===== config.mk =====
export PLATFORM = sky130hd
export DESIGN_NAME = resp_request_parser
export DESIGN_NICKNAME = d
export VERILOG_FILES = /design/src/rtl/core/rrp_pkg.sv /design/src/rtl/core/resp_request_parser.sv /design/src/rtl/core/rrp_parser.sv /design/src/rtl/core/rrp_out_buf.sv
export SDC_FILE = /design/constraint.sdc
export NUM_CORES = 1
export LEC_CHECK = 0
export BUFFER_PORTS_ARGS = -buffer_cell sky130_fd_sc_hd__buf_2
export CAP_MARGIN = 20
export CORE_ASPECT_RATIO = 0.7
export CORE_UTILIZATION = 40
export CTS_BUF_LIST = sky130_fd_sc_hd__clkbuf_4
export CTS_CLUSTER_DIAMETER = 60
export DETAILED_ROUTE_END_ITERATION = 10
export SKIP_LAST_GASP = 1
export SLEW_MARGIN = 20
export SYNTH_ARGS = -nofsm -noshare
export SYNTH_HDL_FRONTEND = slang
export SYNTH_HIERARCHICAL = 1
export SYNTH_SLANG_ARGS = --single-unit

===== constraint.sdc =====
create_clock -name clk -period 6.05 [get_ports clk]
set_input_delay 0.9075 -clock clk [delete_from_list [all_inputs] [get_ports clk]]
set_output_delay 0.9075 -clock clk [all_outputs]
set_load 0.02 [all_outputs]

===== src/rtl/core/rrp_pkg.sv =====
`timescale 1ns / 1ps
// ----------------------------------------------------------------------------
// rrp_pkg
// Shared types and byte codes for the request parser.
// ----------------------------------------------------------------------------
package rrp_pkg;

  localparam logic [7:0] CH_STAR   = 8'h2A;
  localparam logic [7:0] CH_DOLLAR = 8'h24;
  localparam logic [7:0] CH_ZERO   = 8'h30;
  localparam logic [7:0] CH_NINE   = 8'h39;
  localparam logic [7:0] CH_CR     = 8'h0D;

  localparam logic [2:0] KIND_PAYLOAD  = 3'd0;
  localparam logic [2:0] KIND_START    = 3'd1;
  localparam logic [2:0] KIND_EMPTY    = 3'd2;
  localparam logic [2:0] KIND_LEN_ERR  = 3'd3;
  localparam logic [2:0] KIND_TOO_MANY = 3'd4;

  typedef struct packed {
    logic [2:0]  kind;
    logic [7:0]  data_byte;
    logic [3:0]  arg_index;
    logic [31:0] element_count;
    logic        last_in_arg;
    logic        last_in_request;
  } result_t;

endpackage


===== src/rtl/core/resp_request_parser.sv =====
`timescale 1ns / 1ps
// An accepted byte passes the input register and then the result buffer before its result can be taken.
// Throughput: one byte per cycle, set by the phase update, unless the result buffer is full;
// a two-entry result buffer keeps input flowing while a result waits.
// Bytes that give no result are absorbed after the input register.
// Reset (rst, synchronous): parser returns to the type-byte phase, counters
// clear, input register and result buffer empty.
// ----------------------------------------------------------------------------
// resp_request_parser
// Byte-serial request tracker emitting payload bytes and request events.
// ----------------------------------------------------------------------------
module resp_request_parser #(
  parameter int MAX_ARGS     = 16,
  parameter int LENGTH_WIDTH = 32
) (
  input  logic        clk,
  input  logic        rst,
  input  logic        in_valid,
  output logic        in_ready,
  input  logic [7:0]  stream_byte,
  output logic        out_valid,
  input  logic        out_ready,
  output logic [2:0]  kind,
  output logic [7:0]  data_byte,
  output logic [3:0]  arg_index,
  output logic [31:0] element_count,
  output logic        last_in_arg,
  output logic        last_in_request
);
  import rrp_pkg::*;

  logic       byte_valid;
  logic [7:0] byte_reg;
  logic       adv;
  logic       buf_room;
  logic       res_valid;
  result_t    res;
  result_t    dout;

  assign adv      = byte_valid && buf_room;
  assign in_ready = !byte_valid || buf_room;

  always_ff @(posedge clk) begin
    if (rst) begin
      byte_valid <= 1'b0;
    end else if (in_ready) begin
      byte_valid <= in_valid;
    end
  end

  always_ff @(posedge clk) begin
    if (in_valid && in_ready) begin
      byte_reg <= stream_byte;
    end
  end

  rrp_parser #(
    .MAX_ARGS     (MAX_ARGS),
    .LENGTH_WIDTH (LENGTH_WIDTH)
  ) u_parser (
    .clk       (clk),
    .rst       (rst),
    .step      (adv),
    .byte_in   (byte_reg),
    .res_valid (res_valid),
    .res       (res)
  );

  rrp_out_buf u_out_buf (
    .clk       (clk),
    .rst       (rst),
    .push      (adv && res_valid),
    .din       (res),
    .has_room  (buf_room),
    .out_valid (out_valid),
    .out_ready (out_ready),
    .dout      (dout)
  );

  assign kind            = dout.kind;
  assign data_byte       = dout.data_byte;
  assign arg_index       = dout.arg_index;
  assign element_count   = dout.element_count;
  assign last_in_arg     = dout.last_in_arg;
  assign last_in_request = dout.last_in_request;

endmodule


===== src/rtl/core/rrp_parser.sv =====
`timescale 1ns / 1ps
// ----------------------------------------------------------------------------
// rrp_parser
// Phase machine and counters; one registered byte in, at most one result out.
// ----------------------------------------------------------------------------
module rrp_parser #(
  parameter int MAX_ARGS     = 16,
  parameter int LENGTH_WIDTH = 32
) (
  input  logic             clk,
  input  logic             rst,
  input  logic             step,
  input  logic [7:0]       byte_in,
  output logic             res_valid,
  output rrp_pkg::result_t res
);
  import rrp_pkg::*;

  localparam int CUR_W = $clog2(MAX_ARGS + 1);
  localparam int ACC_W = LENGTH_WIDTH + 4;

  typedef enum logic [5:0] {
    PH_TYPE     = 6'b000001,
    PH_LEN      = 6'b000010,
    PH_LF       = 6'b000100,
    PH_PAYLOAD  = 6'b001000,
    PH_TRAIL_CR = 6'b010000,
    PH_TRAIL_LF = 6'b100000
  } phase_t;

  phase_t                  phase, phase_next;
  logic                    hdr_array, hdr_array_next;
  logic [LENGTH_WIDTH-1:0] acc, acc_next;
  logic [LENGTH_WIDTH-1:0] pay_rem, pay_rem_next;
  logic [LENGTH_WIDTH-1:0] elem_rem, elem_rem_next;
  logic [CUR_W-1:0]        cur, cur_next;

  logic [ACC_W-1:0]        acc_x10;
  logic                    is_digit;
  logic                    overflow;
  logic                    lir;
  logic                    pay_last;
  logic [LENGTH_WIDTH-1:0] elem_dec;
  logic [CUR_W-1:0]        cur_inc;

  assign is_digit = (byte_in >= CH_ZERO) && (byte_in <= CH_NINE);
  assign acc_x10  = (ACC_W'(acc) << 3) + (ACC_W'(acc) << 1) + ACC_W'(byte_in[3:0]);
  assign overflow = |acc_x10[ACC_W-1:LENGTH_WIDTH];
  assign lir      = (elem_rem <= LENGTH_WIDTH'(1));
  assign pay_last = (pay_rem <= LENGTH_WIDTH'(1));
  assign elem_dec = (elem_rem != '0) ? elem_rem - LENGTH_WIDTH'(1) : elem_rem;
  assign cur_inc  = (cur < CUR_W'(MAX_ARGS)) ? cur + CUR_W'(1) : cur;

  always_comb begin
    phase_next     = phase;
    hdr_array_next = hdr_array;
    acc_next       = acc;
    pay_rem_next   = pay_rem;
    elem_rem_next  = elem_rem;
    cur_next       = cur;
    res_valid      = 1'b0;
    res            = '0;
    unique case (phase)
      PH_TYPE: begin
        if (byte_in == CH_STAR || byte_in == CH_DOLLAR) begin
          hdr_array_next = (byte_in == CH_STAR);
          acc_next       = '0;
          phase_next     = PH_LEN;
        end
      end
      PH_LEN: begin
        if (is_digit && !overflow) begin
          acc_next = acc_x10[LENGTH_WIDTH-1:0];
        end else if (is_digit || byte_in != CH_CR) begin
          elem_rem_next = '0;
          cur_next      = '0;
          acc_next      = '0;
          phase_next    = PH_TYPE;
          res_valid     = 1'b1;
          res.kind      = KIND_LEN_ERR;
        end else if (hdr_array) begin
          elem_rem_next     = acc;
          cur_next          = '0;
          phase_next        = PH_LF;
          res_valid         = 1'b1;
          res.kind          = KIND_START;
          res.element_count = 32'(acc);
        end else if (cur >= CUR_W'(MAX_ARGS)) begin
          elem_rem_next = '0;
          cur_next      = '0;
          acc_next      = '0;
          phase_next    = PH_TYPE;
          res_valid     = 1'b1;
          res.kind      = KIND_TOO_MANY;
          res.arg_index = 4'(cur);
        end else begin
          pay_rem_next = acc;
          phase_next   = PH_LF;
          if (acc == '0) begin
            res_valid           = 1'b1;
            res.kind            = KIND_EMPTY;
            res.arg_index       = 4'(cur);
            res.last_in_arg     = 1'b1;
            res.last_in_request = lir;
            elem_rem_next       = elem_dec;
            cur_next            = cur_inc;
          end
        end
      end
      PH_LF: begin
        if (hdr_array) begin
          phase_next = PH_TYPE;
        end else if (pay_rem == '0) begin
          phase_next = PH_TRAIL_CR;
        end else begin
          phase_next = PH_PAYLOAD;
        end
      end
      PH_PAYLOAD: begin
        res_valid           = 1'b1;
        res.kind            = KIND_PAYLOAD;
        res.data_byte       = byte_in;
        res.arg_index       = 4'(cur);
        res.last_in_arg     = pay_last;
        res.last_in_request = lir;
        if (pay_last) begin
          pay_rem_next  = '0;
          elem_rem_next = elem_dec;
          cur_next      = cur_inc;
          phase_next    = PH_TRAIL_CR;
        end else begin
          pay_rem_next = pay_rem - LENGTH_WIDTH'(1);
        end
      end
      PH_TRAIL_CR: phase_next = PH_TRAIL_LF;
      PH_TRAIL_LF: phase_next = PH_TYPE;
      default:     phase_next = PH_TYPE;
    endcase
  end

  always_ff @(posedge clk) begin
    if (rst) begin
      phase     <= PH_TYPE;
      hdr_array <= 1'b0;
      acc       <= '0;
      pay_rem   <= '0;
      elem_rem  <= '0;
      cur       <= '0;
    end else if (step) begin
      phase     <= phase_next;
      hdr_array <= hdr_array_next;
      acc       <= acc_next;
      pay_rem   <= pay_rem_next;
      elem_rem  <= elem_rem_next;
      cur       <= cur_next;
    end
  end

endmodule


===== src/rtl/core/rrp_out_buf.sv =====
`timescale 1ns / 1ps
// ----------------------------------------------------------------------------
// rrp_out_buf
// Two-entry result buffer; decouples the parser from the output handshake.
// ----------------------------------------------------------------------------
module rrp_out_buf (
  input  logic             clk,
  input  logic             rst,
  input  logic             push,
  input  rrp_pkg::result_t din,
  output logic             has_room,
  output logic             out_valid,
  input  logic             out_ready,
  output rrp_pkg::result_t dout
);
  import rrp_pkg::*;

  result_t    entries [2];
  logic       wr_ptr;
  logic       rd_ptr;
  logic [1:0] count;
  logic       pop;

  assign has_room  = (count != 2'd2);
  assign out_valid = (count != 2'd0);
  assign pop       = out_valid && out_ready;
  assign dout      = entries[rd_ptr];

  always_ff @(posedge clk) begin
    if (push) begin
      entries[wr_ptr] <= din;
    end
  end

  always_ff @(posedge clk) begin
    if (rst) begin
      wr_ptr <= 1'b0;
      rd_ptr <= 1'b0;
      count  <= 2'd0;
    end else begin
      if (push) begin
        wr_ptr <= ~wr_ptr;
      end
      if (pop) begin
        rd_ptr <= ~rd_ptr;
      end
      case ({push, pop})
        2'b10:   count <= count + 2'd1;
        2'b01:   count <= count - 2'd1;
        default: count <= count;
      endcase
    end
  end

endmodule


==> impl_results.md <==
- Crit Path Category: flip-flop to flip-flop
- Crit path largest cell delay: 0.71 ns
- Initial Util: 0.408
- Normalized max-slew margin: 0.357
- Top reg by flops: u_out_buf/entries
- Total grt overflow: 0
- Synth Flop Type: dfxtp_1
- R2R Path End: u_out_buf/entries[1][33]
- Yosys Warn Count: 6
- Netlist cell types: 80
- Synthesized Nets: 1412
- Clock Skews: 0.0976 ns
- DPL Wire Length: 26500 microns
- WL/cell: 21.1 microns
- Commonest cells after routing, fill and taps aside: dfxtp_1, edfxtp_1, nand2_1
- Critical path depth in cells: 15
- CTS tree: yes
- Vias in the first global route: 10.3k
- Critical path startpoint category: flip-flop
- Crit Path Max Fanout: 33
- Worst path cell trace: inv_1, fa_1, inv_1, fa_1, a21o_1, a221o_1, a211oi_1, nor3_1, o31ai_1, o311ai_0, nor3b_1, o21ai_0, and3_2, and2_2, buf_4
- Register area share after synthesis: 0.430
- Clock Latency Late Sink: 0.78 ns
- Min Hold Slack: 0.360 ns
- Max-cap violations: 0
- Req. time, crit path: 6.49 ns
- Drt via density: 6.04
- Setup total negative slack: 0 ns
- Min Clock Period, post-route: 5.46 ns
- Min-delay worst type: primary input to flip-flop
- Arrival @ worst endpoint: 5.90 ns
- Buffers & Inverters on Critical Path: 3
- Power per cell area: 203 nW/um^2
- Buffers on Ports: 62
- Area of the die: 32500 sq um
- Crit path capture type: flip-flop
- Max reg flops: 98
- Root Buffer: clkbuf_4
- Outcome: finished clean
- Int Pwr: 2200 uW
- Sequential Power Share: 0.538
- Fmax: 183 MHz
- Commonest non-fill, non-tap cell in the layout: dfxtp_1
- Largest net degree at the start of global routing: 80
- Core area: 31200 sq um
- CP max stage cell: nor3b_1
- Crit path from: u_parser/acc[0]
- FF-to-FF path depth: 15
- P_leak: 0.00533 uW
- Wirelength, routed: 39400 microns
- Top cell type's share of synthesized area: 0.250
- Period utilization: 0.903
- Initial antenna violation count: 1
- Clock power share: 0.450
- Layout cell share with drive strength beyond 1: 0.146
- RSZ-0062 raised after global routing: false
- Clock slew at reported path FFs: 0.07 ns
- Total number of vias: 11.3k
- Endpoints failing setup: 0
- Switching power: 692 uW
- EDFF count, synth: 106
- Ys async rst share: 0
- CTS Buffer Depth: 3
- Total CTS buffers: 56
- Post-synth top area cell: edfxtp_1
- Fillcell total: 3072
- Logic pwr share: 0.012
- # Post-CTS Setup Buffers: 0
- Reg area: 5470 sq um
- Final hold vios: 0
- Pre-Repair DR Iteration Count: 5
- Cells after Synth: 1327
- Critical path's top delay family: compound AO/OA/AOI/OAI gates
- CTS HTree Levels: 2
- Post-route ant nets: 0
- Switching portion of total power: 0.239
- Area grow syn2layout: 12.0%
- Multi-input gate area: 6850 sq um
- Sink Count: 220
- Top post-synthesis cells by area: edfxtp_1, dfxtp_1, ha_1, mux2_1, a21oi_1
- Mean area per synthesized cell: 9.59 sq um
- Final Max Tran Viols: 0
- Die width: 215 microns
- Worst-margin pin slew: 0.964 ns
- First-pass GRT wire length: 60600 microns
- Worst setup endpoint: u_out_buf/entries[1][33]
- Cts hold-fix bufs: 0
- Pwr Total: 2890 uW
- Peak supply drop: 114 uV
- Ports: 63
- FF-to-FF Start: u_parser/acc[0]
- Post-Synthesis Cell Area: 12700 sq um
- 1st-iter DRT viols: 1284
- Cell Rows: 54
- Die H: 151 microns
- GPL Wtd Cong: 0.904
- Final nets: 1488
- Flop2flop setup slack: 0.59 ns
- Post-CTS resize count: 0
- Residual DRC: 0
- Synth Register Bits: 220
- GRT Util Overall: 0.241
[metal layers]
metal	vias to the layer above	part of all wire	GRT usage
met4	0	0.020	0.0681
met1	5392	0.48	0.366
met2	539	0.40	0.331
met5	-	0	0
met3	65	0.10	0.0580
li1	5291	-	-
[cell families after synthesis]
kind of cell,Yosys count,share of synthesized area
adders and majority gates,73,0.0730
xor gates and xnor gates,46,0.0317
and+or+nand+nor,438,0.177
DFF,220,0.430
muxes,51,0.0450
AOI/OAI and AO/OA,393,0.209
buffers and inverters,106,0.0347
[cell type report]
cell class | instances | area share
multi-input combinational | 1001 | 0.481
sequential | 220 | 0.384
clock buffer | 84 | 0.0443
timing repair buffer | 96 | 0.0406
tap | 420 | 0.0369
inverter | 28 | 0.00738
clock inverter | 20 | 0.00650
antenna | 1 | 0.000176
[how the worst min path moves through the flow]
stage,from,end,slack [ns],depth (start not counted)
after floorplan,u_parser/pay_rem[13],u_parser/pay_rem[13],0.45,2
after global routing,stream_byte[0],byte_reg[0],0.30,1
after CTS,stream_byte[0],byte_reg[0],0.30,1
after global placement,u_parser/pay_rem[26],u_parser/pay_rem[26],0.46,2
after detailed placement,u_parser/pay_rem[25],u_parser/pay_rem[25],0.47,2
final,stream_byte[0],byte_reg[0],0.36,1
[power groups by stage]
stage / clock [uW] / combinational [uW] / sequential, uW
after floorplan: 0 / 21.2 / 1590
after global placement: 0 / 35.7 / 1590
after detailed placement: 0 / 35.3 / 1590
after CTS: 1340 / 35.7 / 1550
after global routing: 1410 / 38.9 / 1550
final: 1300 / 36.1 / 1550
[through the flow]
step	worst slack [ns]	area, sq um	cells	util
global route	0.314	14200	1870	0.457
global placement	0.822	13500	1765	0.433
finish	0.586	14200	1870	0.457
CTS	0.646	14200	1869	0.456
detailed placement	0.715	13500	1765	0.433
floorplan	0.0282	12700	1327	-
[cell usage after synthesis (all sizes together), types with 22 or more instances]
cell type  number
dfxtp         114
edfxtp        106
nand2          98
nor2           94
a21oi          91
o21ai          82
ha             71
clkbuf         62
nor3           57
mux2           50
and3           47
xnor2          32
inv            28
a22o           27
nand3          26
o31ai          26
a22oi          23
nor4           22
(Power assumes the default switching activity.)
